<file path="src/rtl/odo_pkg.sv">
// Shared constants, tables and width helpers for the odometry block.
package odo_pkg;

   // Default parameter values.
   localparam int FRAC_BITS_DEF    = 8;
   localparam int CORDIC_STEPS_DEF = 16;

   // Fixed field widths.
   localparam int ANGLE_W = 32;
   localparam int HEAD_W  = 17;
   localparam int POS_W   = 32;
   localparam int WT_W    = 16;
   localparam int DATA_W  = 32;
   localparam int CSR_IDX_W = 2;

   // Reset value of the wheel circumference.
   localparam int WT_RESET = 5120;

   // Sum of the two encoder deltas.
   localparam int SUM_W = ANGLE_W + 2;

   // 720 = TURN_DIV << TURN_SHIFT.
   localparam int TURN_DIV   = 45;
   localparam int TURN_SHIFT = 4;

   // CORDIC datapath.
   localparam int MAX_STEPS = 24;
   localparam int STEP_W    = 5;
   localparam int ANG_FRAC  = 24;
   localparam int XY_W      = 33;
   localparam int Z_W       = 34;
   localparam int SC_SHIFT  = 4;
   localparam int SC_W      = XY_W - SC_SHIFT;
   localparam int INC_SHIFT = 26;
   localparam int GAIN_Q30  = 652032874;

   // Arctangent of 2^-i in degrees, 24 fraction bits.
   localparam logic [29:0] ATAN_Q24 [MAX_STEPS] = '{
      30'd754974720, 30'd445687602, 30'd235489088, 30'd119537938,
      30'd60000934,  30'd30029717,  30'd15018523,  30'd7509720,
      30'd3754917,   30'd1877466,   30'd938734,    30'd469367,
      30'd234684,    30'd117342,    30'd58671,     30'd29335,
      30'd14668,     30'd7334,      30'd3667,      30'd1833,
      30'd917,       30'd458,       30'd229,       30'd115
   };

   typedef enum logic [CSR_IDX_W-1:0] {
      CSR_START_X = 2'd0,
      CSR_START_Y = 2'd1,
      CSR_WHEEL   = 2'd2
   } csr_index_type;

   function automatic int max_int(input int a, input int b);
      return (a > b) ? a : b;
   endfunction

   // Width of the doubled mid heading, wide enough for a full turn at any scale.
   function automatic int mid_width(input int frac);
      return max_int(20, frac + 11);
   endfunction

   // Width of the travel numerator after the power-of-two part of the divide.
   function automatic int q1_width(input int frac);
      return SUM_W + WT_W + 1 - frac - TURN_SHIFT;
   endfunction

   // Width of the signed travel after dividing by TURN_DIV.
   function automatic int trav_width(input int frac);
      return q1_width(frac) - ($clog2(TURN_DIV) - 1);
   endfunction

endpackage

</file>
<file path="src/rtl/diff_drive_odometry.sv">
// Top level of the differential drive odometry block: sequencer, state and ports.
// A reference beat (first after reset or a start position write) answers in the next cycle.
// Any other beat runs through the travel product, the radix-4 divide by 45 and the CORDIC;
// at the default parameters the CORDIC runs beside the divider and is hidden.
// One beat is in work at a time; a new beat is taken in the cycle its result leaves.
// Synchronous reset zeroes the position, sets a 20 cm wheel and drops the reference.
module diff_drive_odometry import odo_pkg::*; #(
   parameter int FRAC_BITS    = FRAC_BITS_DEF,
   parameter int CORDIC_STEPS = CORDIC_STEPS_DEF
) (
   input  logic                      clock,
   input  logic                      reset,

   input  logic                      req_valid,
   output logic                      req_stall,
   input  logic signed [ANGLE_W-1:0] req_left_angle,
   input  logic signed [ANGLE_W-1:0] req_right_angle,
   input  logic [HEAD_W-1:0]         req_compass,

   output logic                      rsp_valid,
   input  logic                      rsp_stall,
   output logic signed [POS_W-1:0]   rsp_pos_x,
   output logic signed [POS_W-1:0]   rsp_pos_y,
   output logic                      rsp_was_first,
   output logic                      rsp_saturated,

   input  logic                      csr_valid,
   output logic                      csr_ready,
   input  logic [CSR_IDX_W-1:0]      csr_index,
   input  logic [DATA_W-1:0]         csr_wdata
);

   // Widths that follow from the number of fraction bits.
   localparam int MID_W   = mid_width(FRAC_BITS);
   localparam int Q1_W    = q1_width(FRAC_BITS);
   localparam int TRAV_W  = trav_width(FRAC_BITS);
   localparam int DL_W    = ANGLE_W + 1;
   localparam int N_W     = SUM_W + WT_W + 1;
   localparam int MUL_A_W = max_int(SUM_W, TRAV_W);
   localparam int MUL_B_W = SC_W;
   localparam int P_W     = MUL_A_W + MUL_B_W;
   localparam int INC_W   = P_W - INC_SHIFT;
   localparam int ACC_S_W = INC_W + 1;

   // Heading constants at FRAC_BITS fraction bits.
   localparam logic signed [MID_W-1:0] HALF_TURN  = MID_W'(180 << FRAC_BITS);
   localparam logic signed [MID_W-1:0] NHALF_TURN = -HALF_TURN;
   localparam logic signed [MID_W-1:0] FULL_TURN  = MID_W'(360 << FRAC_BITS);
   // Half of the travel divisor 720 << FRAC_BITS, for round half up.
   localparam logic signed [N_W-1:0]   HALF_D     = N_W'(360 << FRAC_BITS);
   localparam logic signed [P_W-1:0]   RND        = P_W'(1) <<< (INC_SHIFT - 1);
   localparam logic signed [ACC_S_W-1:0] POS_MAX  = (ACC_S_W'(1) <<< (POS_W - 1)) - 1;
   localparam logic signed [ACC_S_W-1:0] POS_MIN  = -(ACC_S_W'(1) <<< (POS_W - 1));

   typedef enum logic [8:0] {
      ST_IDLE   = 9'b0_0000_0001,
      ST_MUL_T  = 9'b0_0000_0010,
      ST_DIV_LD = 9'b0_0000_0100,
      ST_DIV_GO = 9'b0_0000_1000,
      ST_WAIT   = 9'b0_0001_0000,
      ST_MUL_S  = 9'b0_0010_0000,
      ST_MUL_C  = 9'b0_0100_0000,
      ST_ACC_X  = 9'b0_1000_0000,
      ST_ACC_Y  = 9'b1_0000_0000
   } seq_state_type;

   // Sequencer and reference state.
   seq_state_type              state_ff, state_in;
   logic                       primed_ff, primed_in;
   logic signed [ANGLE_W-1:0]  prev_left_ff, prev_left_in;
   logic signed [ANGLE_W-1:0]  prev_right_ff, prev_right_in;
   logic [HEAD_W-1:0]          prev_head_ff, prev_head_in;
   logic signed [POS_W-1:0]    acc_x_ff, acc_x_in;
   logic signed [POS_W-1:0]    acc_y_ff, acc_y_in;
   logic [WT_W-1:0]            wheel_ff, wheel_in;

   // Per-beat working registers.
   logic signed [SUM_W-1:0]    sum_ff, sum_in;
   logic signed [MID_W-1:0]    mid2_ff, mid2_in;
   logic signed [N_W-1:0]      n_ff, n_in;
   logic signed [INC_W-1:0]    inc_x_ff, inc_x_in;
   logic signed [INC_W-1:0]    inc_y_ff, inc_y_in;

   // Result register.
   logic                       rsp_valid_ff, rsp_valid_in;
   logic                       first_ff, first_in;
   logic                       sat_ff, sat_in;

   // Handshakes.
   logic                       req_accept;
   logic                       rsp_take;
   logic                       csr_write;

   // Delta and heading path for an accepted beat.
   logic signed [DL_W-1:0]     delta_left;
   logic signed [DL_W-1:0]     delta_right;
   logic signed [SUM_W-1:0]    delta_sum;
   logic signed [MID_W-1:0]    dh_raw;
   logic signed [MID_W-1:0]    dh_wrap;
   logic signed [MID_W-1:0]    mid2_new;

   // Shared multiplier, divider and CORDIC.
   logic signed [MUL_A_W-1:0]  mul_a;
   logic signed [MUL_B_W-1:0]  mul_b;
   logic signed [P_W-1:0]      mul_p;
   logic signed [INC_W-1:0]    inc_round;
   logic                       div_start;
   logic signed [Q1_W-1:0]     div_numer;
   logic                       div_done;
   logic signed [TRAV_W-1:0]   travel;
   logic                       cor_start;
   logic                       cor_done;
   logic signed [SC_W-1:0]     sin_q26;
   logic signed [SC_W-1:0]     cos_q26;

   // Shared saturating accumulator adder.
   logic signed [POS_W-1:0]    sat_acc;
   logic signed [INC_W-1:0]    sat_inc;
   logic signed [ACC_S_W-1:0]  sat_sum;
   logic signed [POS_W-1:0]    sat_res;
   logic                       sat_hit;

   assign req_accept = req_valid && !req_stall;
   assign rsp_take   = rsp_valid_ff && !rsp_stall;
   // Registers are written only while no beat is in work and no result is pending.
   assign csr_ready  = (state_ff == ST_IDLE) && !rsp_valid_ff;
   assign csr_write  = csr_valid && csr_ready;

   // A beat is taken only in idle, only once any pending result leaves this cycle, and
   // never while a register write is offered.
   assign req_stall  = (state_ff != ST_IDLE) || (rsp_valid_ff && rsp_stall) || csr_valid;

   // Encoder deltas are exact at 33 bits and their sum at 34 bits.
   assign delta_left  = DL_W'(req_left_angle) - DL_W'(prev_left_ff);
   assign delta_right = DL_W'(req_right_angle) - DL_W'(prev_right_ff);
   assign delta_sum   = SUM_W'(delta_left) + SUM_W'(delta_right);

   // The heading change is wrapped once into half a turn either way, and the mid
   // heading is kept doubled so that it stays exact with one more fraction bit.
   assign dh_raw = signed'(MID_W'(req_compass)) - signed'(MID_W'(prev_head_ff));

   always_comb begin
      priority if (dh_raw > HALF_TURN) begin
         dh_wrap = dh_raw - FULL_TURN;
      end else if (dh_raw < NHALF_TURN) begin
         dh_wrap = dh_raw + FULL_TURN;
      end else begin
         dh_wrap = dh_raw;
      end
   end

   assign mid2_new = (signed'(MID_W'(prev_head_ff)) <<< 1) + dh_wrap;

   // The travel numerator is divided by 16 << FRAC_BITS with a floor shift here,
   // and by 45 in the serial divider.
   assign div_numer = signed'(n_ff[N_W-1 -: Q1_W]);

   // Each increment is the product rounded half up from Q26.
   assign inc_round = INC_W'((mul_p + RND) >>> INC_SHIFT);

   // One saturating add serves both axes.
   assign sat_acc = (state_ff == ST_ACC_X) ? acc_x_ff : acc_y_ff;
   assign sat_inc = (state_ff == ST_ACC_X) ? inc_x_ff : inc_y_ff;
   assign sat_sum = ACC_S_W'(sat_acc) + ACC_S_W'(sat_inc);

   always_comb begin
      priority if (sat_sum > POS_MAX) begin
         sat_res = POS_W'(POS_MAX);
         sat_hit = 1'b1;
      end else if (sat_sum < POS_MIN) begin
         sat_res = POS_W'(POS_MIN);
         sat_hit = 1'b1;
      end else begin
         sat_res = POS_W'(sat_sum);
         sat_hit = 1'b0;
      end
   end

   // Sequencer. The CORDIC starts together with the travel product and, at the default
   // parameters, finishes before the divider, so the wait state is then set by the divider.
   always_comb begin
      state_in      = state_ff;
      primed_in     = primed_ff;
      prev_left_in  = prev_left_ff;
      prev_right_in = prev_right_ff;
      prev_head_in  = prev_head_ff;
      acc_x_in      = acc_x_ff;
      acc_y_in      = acc_y_ff;
      wheel_in      = wheel_ff;
      sum_in        = sum_ff;
      mid2_in       = mid2_ff;
      n_in          = n_ff;
      inc_x_in      = inc_x_ff;
      inc_y_in      = inc_y_ff;
      first_in      = first_ff;
      sat_in        = sat_ff;
      rsp_valid_in  = rsp_valid_ff && !rsp_take;
      mul_a         = '0;
      mul_b         = '0;
      div_start     = 1'b0;
      cor_start     = 1'b0;

      unique case (state_ff)
         ST_IDLE: begin
            if (req_accept) begin
               prev_left_in  = req_left_angle;
               prev_right_in = req_right_angle;
               prev_head_in  = req_compass;
               first_in      = !primed_ff;
               sat_in        = 1'b0;
               if (!primed_ff) begin
                  // Reference beat: the position stays as it is.
                  primed_in    = 1'b1;
                  rsp_valid_in = 1'b1;
               end else begin
                  sum_in   = delta_sum;
                  mid2_in  = mid2_new;
                  state_in = ST_MUL_T;
               end
            end
         end
         ST_MUL_T: begin
            mul_a     = MUL_A_W'(sum_ff);
            mul_b     = signed'(MUL_B_W'(wheel_ff));
            cor_start = 1'b1;
            state_in  = ST_DIV_LD;
         end
         ST_DIV_LD: begin
            n_in     = N_W'(mul_p) + HALF_D;
            state_in = ST_DIV_GO;
         end
         ST_DIV_GO: begin
            div_start = 1'b1;
            state_in  = ST_WAIT;
         end
         ST_WAIT: begin
            if (div_done && cor_done) begin
               state_in = ST_MUL_S;
            end
         end
         ST_MUL_S: begin
            mul_a    = MUL_A_W'(travel);
            mul_b    = sin_q26;
            state_in = ST_MUL_C;
         end
         ST_MUL_C: begin
            mul_a    = MUL_A_W'(travel);
            mul_b    = cos_q26;
            inc_x_in = inc_round;
            state_in = ST_ACC_X;
         end
         ST_ACC_X: begin
            inc_y_in = inc_round;
            acc_x_in = sat_res;
            sat_in   = sat_ff || sat_hit;
            state_in = ST_ACC_Y;
         end
         ST_ACC_Y: begin
            acc_y_in     = sat_res;
            sat_in       = sat_ff || sat_hit;
            rsp_valid_in = 1'b1;
            state_in     = ST_IDLE;
         end
         default: begin
            state_in = ST_IDLE;
         end
      endcase

      // Register writes. A start position write restarts the reference.
      if (csr_write) begin
         unique case (csr_index)
            CSR_START_X: begin
               acc_x_in  = signed'(POS_W'(csr_wdata));
               primed_in = 1'b0;
            end
            CSR_START_Y: begin
               acc_y_in  = signed'(POS_W'(csr_wdata));
               primed_in = 1'b0;
            end
            CSR_WHEEL: begin
               wheel_in = csr_wdata[WT_W-1:0];
            end
            default: begin
            end
         endcase
      end
   end

   always_ff @(posedge clock) begin
      if (reset) begin
         state_ff     <= ST_IDLE;
         primed_ff    <= 1'b0;
         rsp_valid_ff <= 1'b0;
         acc_x_ff     <= '0;
         acc_y_ff     <= '0;
         wheel_ff     <= WT_W'(WT_RESET);
      end else begin
         state_ff     <= state_in;
         primed_ff    <= primed_in;
         rsp_valid_ff <= rsp_valid_in;
         acc_x_ff     <= acc_x_in;
         acc_y_ff     <= acc_y_in;
         wheel_ff     <= wheel_in;
      end
      prev_left_ff  <= prev_left_in;
      prev_right_ff <= prev_right_in;
      prev_head_ff  <= prev_head_in;
      sum_ff        <= sum_in;
      mid2_ff       <= mid2_in;
      n_ff          <= n_in;
      inc_x_ff      <= inc_x_in;
      inc_y_ff      <= inc_y_in;
      first_ff      <= first_in;
      sat_ff        <= sat_in;
   end

   odo_mult #(
      .A_W (MUL_A_W),
      .B_W (MUL_B_W)
   ) u_mult (
      .clock (clock),
      .a     (mul_a),
      .b     (mul_b),
      .p     (mul_p)
   );

   odo_cdiv #(
      .FRAC_BITS (FRAC_BITS)
   ) u_cdiv (
      .clock (clock),
      .reset (reset),
      .start (div_start),
      .numer (div_numer),
      .done  (div_done),
      .quot  (travel)
   );

   odo_cordic #(
      .FRAC_BITS    (FRAC_BITS),
      .CORDIC_STEPS (CORDIC_STEPS)
   ) u_cordic (
      .clock   (clock),
      .reset   (reset),
      .start   (cor_start),
      .mid2    (mid2_ff),
      .done    (cor_done),
      .sin_q26 (sin_q26),
      .cos_q26 (cos_q26)
   );

   // The position outputs come straight from the accumulators, which only move
   // while no result is pending.
   assign rsp_valid     = rsp_valid_ff;
   assign rsp_pos_x     = acc_x_ff;
   assign rsp_pos_y     = acc_y_ff;
   assign rsp_was_first = first_ff;
   assign rsp_saturated = sat_ff;

   // A result is never pending while a beat is in work.
   assert property (@(posedge clock) disable iff (reset)
      (state_ff != ST_IDLE) |-> !rsp_valid_ff)
      else $error("result pending while a beat is in work");

   // A reference beat answers in the next cycle and leaves the block idle.
   assert property (@(posedge clock) disable iff (reset)
      (req_accept && !primed_ff) |=> (rsp_valid_ff && first_ff && (state_ff == ST_IDLE)))
      else $error("reference beat did not answer at once");

   // A reference beat never reports saturation.
   assert property (@(posedge clock) disable iff (reset)
      rsp_valid_ff |-> !(first_ff && sat_ff))
      else $error("reference beat reports saturation");

endmodule

</file>
<file path="src/rtl/odo_mult.sv">
// Registered signed multiplier shared by all products of the block.
module odo_mult import odo_pkg::*; #(
   parameter int A_W = SUM_W,
   parameter int B_W = SC_W
) (
   input  logic                     clock,
   input  logic signed [A_W-1:0]    a,
   input  logic signed [B_W-1:0]    b,
   output logic signed [A_W+B_W-1:0] p
);

   logic signed [A_W+B_W-1:0] p_ff;
   logic signed [A_W+B_W-1:0] p_in;

   assign p_in = (A_W+B_W)'(a) * (A_W+B_W)'(b);

   always_ff @(posedge clock) begin
      p_ff <= p_in;
   end

   assign p = p_ff;

endmodule

</file>
<file path="src/rtl/odo_cdiv.sv">
// Radix-4 serial floor division of a signed value by the constant TURN_DIV.
module odo_cdiv import odo_pkg::*; #(
   parameter int FRAC_BITS = FRAC_BITS_DEF,
   localparam int IN_W  = q1_width(FRAC_BITS),
   localparam int OUT_W = trav_width(FRAC_BITS)
) (
   input  logic                    clock,
   input  logic                    reset,
   input  logic                    start,
   input  logic signed [IN_W-1:0]  numer,
   output logic                    done,
   output logic signed [OUT_W-1:0] quot
);

   localparam int DIV_W = IN_W + (IN_W % 2);
   localparam int STEPS = DIV_W / 2;
   localparam int CNT_W = $clog2(STEPS);
   localparam int R_W   = $clog2(TURN_DIV);
   localparam int RX_W  = R_W + 2;
   localparam logic [RX_W-1:0] D1 = RX_W'(TURN_DIV);
   localparam logic [RX_W-1:0] D2 = RX_W'(2 * TURN_DIV);
   localparam logic [RX_W-1:0] D3 = RX_W'(3 * TURN_DIV);
   localparam logic [CNT_W-1:0] LAST = CNT_W'(STEPS - 1);

   typedef enum logic [2:0] {
      D_IDLE   = 3'b001,
      D_RUN    = 3'b010,
      D_FINISH = 3'b100
   } div_state_type;

   div_state_type            state_ff, state_in;
   logic [DIV_W-1:0]         work_ff, work_in;
   logic [R_W-1:0]           rem_ff, rem_in;
   logic [CNT_W-1:0]         cnt_ff, cnt_in;
   logic                     neg_ff, neg_in;
   logic                     done_ff, done_in;
   logic signed [OUT_W-1:0]  quot_ff, quot_in;
   logic [IN_W-1:0]          mag;
   logic [RX_W-1:0]          rx;
   logic [RX_W-1:0]          rx_left;
   logic [1:0]               digit;

   // For a negative numerator, floor(n/d) = -((|n| + d - 1) / d).
   assign mag = numer[IN_W-1] ? (~numer + IN_W'(TURN_DIV - 1) + IN_W'(1)) : numer;
   assign rx  = {rem_ff, work_ff[DIV_W-1 -: 2]};

   always_comb begin
      priority if (rx >= D3) begin
         digit   = 2'd3;
         rx_left = rx - D3;
      end else if (rx >= D2) begin
         digit   = 2'd2;
         rx_left = rx - D2;
      end else if (rx >= D1) begin
         digit   = 2'd1;
         rx_left = rx - D1;
      end else begin
         digit   = 2'd0;
         rx_left = rx;
      end
   end

   always_comb begin
      state_in = state_ff;
      work_in  = work_ff;
      rem_in   = rem_ff;
      cnt_in   = cnt_ff;
      neg_in   = neg_ff;
      done_in  = done_ff;
      quot_in  = quot_ff;
      unique case (state_ff)
         D_IDLE: begin
            if (start) begin
               work_in  = DIV_W'(mag);
               rem_in   = '0;
               cnt_in   = '0;
               neg_in   = numer[IN_W-1];
               done_in  = 1'b0;
               state_in = D_RUN;
            end
         end
         D_RUN: begin
            work_in = {work_ff[DIV_W-3:0], digit};
            rem_in  = R_W'(rx_left);
            if (cnt_ff == LAST) begin
               state_in = D_FINISH;
            end else begin
               cnt_in = cnt_ff + CNT_W'(1);
            end
         end
         D_FINISH: begin
            quot_in  = neg_ff ? -signed'(OUT_W'(work_ff)) : signed'(OUT_W'(work_ff));
            done_in  = 1'b1;
            state_in = D_IDLE;
         end
         default: begin
            state_in = D_IDLE;
         end
      endcase
   end

   always_ff @(posedge clock) begin
      if (reset) begin
         state_ff <= D_IDLE;
         done_ff  <= 1'b0;
      end else begin
         state_ff <= state_in;
         done_ff  <= done_in;
      end
      work_ff <= work_in;
      rem_ff  <= rem_in;
      cnt_ff  <= cnt_in;
      neg_ff  <= neg_in;
      quot_ff <= quot_in;
   end

   assign done = done_ff;
   assign quot = quot_ff;

endmodule

</file>
<file path="src/rtl/odo_cordic.sv">
// Iterative CORDIC: reduces the doubled mid heading and returns sin and cos in Q26.
module odo_cordic import odo_pkg::*; #(
   parameter int FRAC_BITS    = FRAC_BITS_DEF,
   parameter int CORDIC_STEPS = CORDIC_STEPS_DEF,
   localparam int MID_W = mid_width(FRAC_BITS)
) (
   input  logic                    clock,
   input  logic                    reset,
   input  logic                    start,
   input  logic signed [MID_W-1:0] mid2,
   output logic                    done,
   output logic signed [SC_W-1:0]  sin_q26,
   output logic signed [SC_W-1:0]  cos_q26
);

   // The angle carries FRAC_BITS+1 fraction bits, so one turn is 720 << FRAC_BITS.
   localparam logic signed [MID_W-1:0] FULL2   = MID_W'(720 << FRAC_BITS);
   localparam logic signed [MID_W-1:0] HALF2   = MID_W'(360 << FRAC_BITS);
   localparam logic signed [MID_W-1:0] NHALF2  = -HALF2;
   localparam logic signed [MID_W-1:0] QUART2  = MID_W'(180 << FRAC_BITS);
   localparam logic signed [MID_W-1:0] NQUART2 = -QUART2;
   localparam int SCALE = ANG_FRAC - 1 - FRAC_BITS;
   localparam logic [STEP_W-1:0] LAST = STEP_W'(CORDIC_STEPS - 1);

   typedef enum logic [3:0] {
      C_IDLE   = 4'b0001,
      C_REDUCE = 4'b0010,
      C_ROTATE = 4'b0100,
      C_FINISH = 4'b1000
   } cordic_state_type;

   cordic_state_type         state_ff, state_in;
   logic signed [MID_W-1:0]  t_ff, t_in;
   logic signed [Z_W-1:0]    z_ff, z_in;
   logic signed [XY_W-1:0]   x_ff, x_in;
   logic signed [XY_W-1:0]   y_ff, y_in;
   logic [STEP_W-1:0]        cnt_ff, cnt_in;
   logic                     flip_ff, flip_in;
   logic                     done_ff, done_in;
   logic signed [SC_W-1:0]   sin_ff, sin_in;
   logic signed [SC_W-1:0]   cos_ff, cos_in;
   logic signed [MID_W-1:0]  fold_t;
   logic                     fold_flip;
   logic signed [XY_W-1:0]   x_sh;
   logic signed [XY_W-1:0]   y_sh;
   logic signed [Z_W-1:0]    atan_z;
   logic signed [XY_W-1:0]   x_out;
   logic signed [XY_W-1:0]   y_out;

   // Fold the reduced angle into the right half plane.
   always_comb begin
      priority if (t_ff > QUART2) begin
         fold_t    = t_ff - HALF2;
         fold_flip = 1'b1;
      end else if (t_ff < NQUART2) begin
         fold_t    = t_ff + HALF2;
         fold_flip = 1'b1;
      end else begin
         fold_t    = t_ff;
         fold_flip = 1'b0;
      end
   end

   assign x_sh   = x_ff >>> cnt_ff;
   assign y_sh   = y_ff >>> cnt_ff;
   assign atan_z = signed'(Z_W'(ATAN_Q24[cnt_ff]));
   assign x_out  = flip_ff ? -x_ff : x_ff;
   assign y_out  = flip_ff ? -y_ff : y_ff;

   always_comb begin
      state_in = state_ff;
      t_in     = t_ff;
      z_in     = z_ff;
      x_in     = x_ff;
      y_in     = y_ff;
      cnt_in   = cnt_ff;
      flip_in  = flip_ff;
      done_in  = done_ff;
      sin_in   = sin_ff;
      cos_in   = cos_ff;
      unique case (state_ff)
         C_IDLE: begin
            if (start) begin
               t_in     = mid2;
               done_in  = 1'b0;
               state_in = C_REDUCE;
            end
         end
         C_REDUCE: begin
            // One turn per cycle until the angle lies in [-180, 180).
            priority if (t_ff >= HALF2) begin
               t_in = t_ff - FULL2;
            end else if (t_ff < NHALF2) begin
               t_in = t_ff + FULL2;
            end else begin
               z_in     = Z_W'(fold_t) <<< SCALE;
               flip_in  = fold_flip;
               x_in     = XY_W'(GAIN_Q30);
               y_in     = '0;
               cnt_in   = '0;
               state_in = C_ROTATE;
            end
         end
         C_ROTATE: begin
            if (!z_ff[Z_W-1]) begin
               x_in = x_ff - y_sh;
               y_in = y_ff + x_sh;
               z_in = z_ff - atan_z;
            end else begin
               x_in = x_ff + y_sh;
               y_in = y_ff - x_sh;
               z_in = z_ff + atan_z;
            end
            if (cnt_ff == LAST) begin
               state_in = C_FINISH;
            end else begin
               cnt_in = cnt_ff + STEP_W'(1);
            end
         end
         C_FINISH: begin
            cos_in   = SC_W'(x_out >>> SC_SHIFT);
            sin_in   = SC_W'(y_out >>> SC_SHIFT);
            done_in  = 1'b1;
            state_in = C_IDLE;
         end
         default: begin
            state_in = C_IDLE;
         end
      endcase
   end

   always_ff @(posedge clock) begin
      if (reset) begin
         state_ff <= C_IDLE;
         done_ff  <= 1'b0;
      end else begin
         state_ff <= state_in;
         done_ff  <= done_in;
      end
      t_ff    <= t_in;
      z_ff    <= z_in;
      x_ff    <= x_in;
      y_ff    <= y_in;
      cnt_ff  <= cnt_in;
      flip_ff <= flip_in;
      sin_ff  <= sin_in;
      cos_ff  <= cos_in;
   end

   assign done    = done_ff;
   assign sin_q26 = sin_ff;
   assign cos_q26 = cos_ff;

endmodule

</file>
<file path="config.mk">
export PLATFORM = sky130hd
export DESIGN_NAME = diff_drive_odometry
export DESIGN_NICKNAME = d
export VERILOG_FILES = /design/src/rtl/odo_pkg.sv /design/src/rtl/diff_drive_odometry.sv /design/src/rtl/odo_mult.sv /design/src/rtl/odo_cdiv.sv /design/src/rtl/odo_cordic.sv
export SDC_FILE = /design/constraint.sdc
export NUM_CORES = 2
export LEC_CHECK = 0
export ABC_AREA = 1
export BUFFER_PORTS_ARGS = -buffer_cell sky130_fd_sc_hd__buf_2
export CORE_MARGIN = 3
export CORE_UTILIZATION = 40
export DETAILED_ROUTE_END_ITERATION = 6
export GPL_ROUTABILITY_DRIVEN = 0
export SYNTH_ARGS = -nofsm -noshare
export SYNTH_HDL_FRONTEND = slang
export SYNTH_SLANG_ARGS = --single-unit
</file>
<file path="constraint.sdc">
create_clock -name clock -period 24.4 [get_ports clock]
set_input_delay 2.44 -clock clock [delete_from_list [all_inputs] [get_ports clock]]
set_output_delay 2.44 -clock clock [all_outputs]
set_load 0.01 [all_outputs]
</file>
==> out/results.tsv <==
metric	value	unit
outcome	completed	
DR pass1 iterations	6	
Seq/Total Area, Yosys	21.67	%
busiest metal layer after global routing	met2	
setup repair after global routing missed its margin	false	
most common flop cell mapped by yosys	edfxtp_1	
# resized after CTS	0	
Crit path buffers/inverters	11	
final hold violations	0	
Gate Count Post-Synth	11130	
Crit-path slowest cell	fa_1	
met1 GRT Util	31.39	%
Synth Area per Inst	7.735	um^2
Largest delay share family, worst path	adder cells	
maximum root-to-sink buffer count	3	
vias in the first global route	74650	
Max-Cap Viols	0	
hold slack	481.2	ps
critical path launch point type	register	
Total GRT Usage	23.71	%
vias per cell	5.247	
Distinct cells, synth	76	
port bufs	188	
Min-Delay Endpoint	u_cordic.done$_SDFFE_PP0P_	
Tcrit/Tclk final	38.92	%
Nets	12760	
Critical Path AT	10100	ps
Hold Crit Class	register to register	
layout cells sized above 1	5.446	%
H-tree depth	3	
Worst Clk Skew	72.34	ps
Ys Warns	0	
Iteration-0 DRC Markers	6453	
CTS tree	done	
most common cell in the netlist	nand2_1	
met2 usage	40.06	%
RR Endpoint	u_mult.p[58]$_DFF_P_	
Most Frequent Cell on Critical Path	fa_1	
IO Count	189	
CTS sink count	672	
Crit Path Max Fanout	40	
Rows	169	
clk root buf	clkbuf_16	
Detailed Route WL	263.7	mm
Req. time, crit path	25000	ps
Die Y	469.9	um
Peak VDD IR	0.00008234	V
Layout Area Growth over Synthesis	7.272	%
number of enable flip-flop cells after synthesis	520	
cell area after synthesis	0.08609	mm^2
Vias	73480	
Die Wd	469.9	um
maximum clock frequency	105.3	MHz
fin crit period	9495	ps
PnR worst setup slack	14900	ps
synth top area cells	fa_1, edfxtp_1, nand2_1	
Setup CP Type	register to register	
GR Util met3	2.663	%
Reg2Reg Setup Slack	14900	ps
Post-Syn Nets	12770	
Crit path largest cell delay	840	ps
die area	0.2208	mm^2
synthesized flop and latch total	672	
Synth top area share	25.74	%
Core ar.	0.2131	mm^2
leakage	47.59	nW
post-synth top area cell	fa_1	
Post-synth ARST share	0	%
fin. max-slew vios	0	
pre-CTS setup slack	15010	ps
final setup violating endpoints	0	
FF-to-FF path depth	34	
CP endpoint kind	register	
clk_lat worst skew	730	ps
post-DR wirelength/cell	18.83	um
Tot Pwr	4.426	mW
post-CTS setup repair buffer count	0	
Routed Antenna Nets	0	
clock slew at reported path FFs	60	ps
WHS Path Cells	2	
dpl cell area	0.08965	mm^2
post-route design area	0.09235	mm^2
setup TNS	0	ps
largest net degree at the start of global routing	90	
hold bufs inserted after CTS	0	
RR Startpoint	state_ff[4]$_SDFFE_PP0P_	
initial antenna violation count	15	
Starting Density	40.39	%
DRC viols	0	
first-pass GRT wire length	416.2	mm
gr ovfl total	0	
HP Start	u_cordic.done$_SDFFE_PP0P_	
Pwr Density	47.93	mW/mm^2
Commonest cells post-synth	nand2_1, inv_1, fa_1, nor2_1, a21oi_1	
CTS buffer count	78	
relative slew slack	22.57	%
DP HPWL	209.0	mm
Tightest Pin Transition	1161	ps
-- worst register-to-register path: cells and delay by family, from the launching register on --
| kind | cells | cell delay [ps] |
|---|---|---|
| flip-flops | 1 | 330 |
| AO/OA/AOI/OAI | 6 | 1300 |
| AND/OR/NAND/NOR | 8 | 790 |
| adder cells (fa/ha/maj) | 9 | 4650 |
| buffers and inverters | 11 | 2320 |
-- state kept, by name, indices dropped and copies added (netlist names), 33 cells and up --
signal and count:
u_cordic.y_ff 33, inc_y_ff 37, u_cordic.z_ff 34, u_cdiv.quot 34, n_ff 39, u_cdiv.work_ff 40, u_cordic.x_ff 33, inc_x_ff 37
u_mult.p 52, sum_ff 34
-- kinds of logic (layout without fill, tap and decap cells) --
family | after synthesis | in the layout | share of synthesized area [%]
AO/OA/AOI/OAI | 1438 | 1438 | 9.357
buffers and inverters | 2801 | 2854 | 12.62
other | 0 | 2 | 0
AND/OR/NAND/NOR | 4303 | 4303 | 20.52
XOR/XNOR | 395 | 395 | 4.088
adder cells (fa/ha/maj) | 1518 | 1518 | 31.72
flip-flops | 672 | 672 | 21.67
multiplexers | 2 | 2 | 0.02471
-- area by class of cell --
class / instances / area [um^2]
fill: 21310 / 120800
multi-input combinational: 7656 / 56640
sequential: 672 / 18660
inverter: 2411 / 9055
tap: 2821 / 3530
clock buffer: 97 / 2105
timing repair buffer: 298 / 1767
clock inverter: 48 / 585.6
antenna: 2 / 5.005
-- cell usage in the layout, fill, tap and decap left out, drive strengths merged, types with 298 or more instances in the layout --
master  Yosys  final
a21oi     629    629
buf       174    298
edfxtp    520    520
fa       1107   1107
ha        411    411
inv      2410   2415
nand2    2887   2887
nand3     463    463
nor2      673    673
o21ai     537    537
-- where the power goes --
group,internal [mW],switching [mW],total (mW)
combinational,0.592,1.19,1.78
clock,0.700,0.538,1.24
sequential,1.35,0.0553,1.41
total,2.65,1.78,4.43
-- layer usage --
metal | part of all wire, % | up-vias
li1 | - | 34260
met1 | 42 | 35900
met2 | 48 | 2794
met3 | 6.7 | 531
met4 | 3.9 | 0
met5 | 0 | -
-- worst max-delay path by stage --
stage | depth (start not counted) | start | slack, ps | end
5_1_grt | 32 | state_ff[1]$_SDFFE_PP0P_ | 14300 | u_mult.p[58]$_DFF_P_
3_5_place_dp | 29 | state_ff[0]$_SDFFE_PP1P_ | 15010 | u_mult.p[60]$_DFF_P_
2_1_floorplan | 35 | state_ff[0]$_SDFFE_PP1P_ | 15900 | u_mult.p[56]$_DFF_P_
4_1_cts | 29 | state_ff[0]$_SDFFE_PP1P_ | 14980 | u_mult.p[60]$_DFF_P_
6_report | 34 | state_ff[4]$_SDFFE_PP0P_ | 14900 | u_mult.p[58]$_DFF_P_
3_3_place_gp | 34 | state_ff[4]$_SDFFE_PP0P_ | 15090 | u_mult.p[58]$_DFF_P_
-- per-stage QoR --
stage / util [%] / instances
final: 43.33 / 14010
after detailed placement: 42.06 / 13860
after floorplan: - / 11130
after global placement: 42.06 / 13860
after global routing: 43.32 / 14000
after CTS: 43.32 / 14000
No activity file was read; power rests on OpenSTA's default activity.
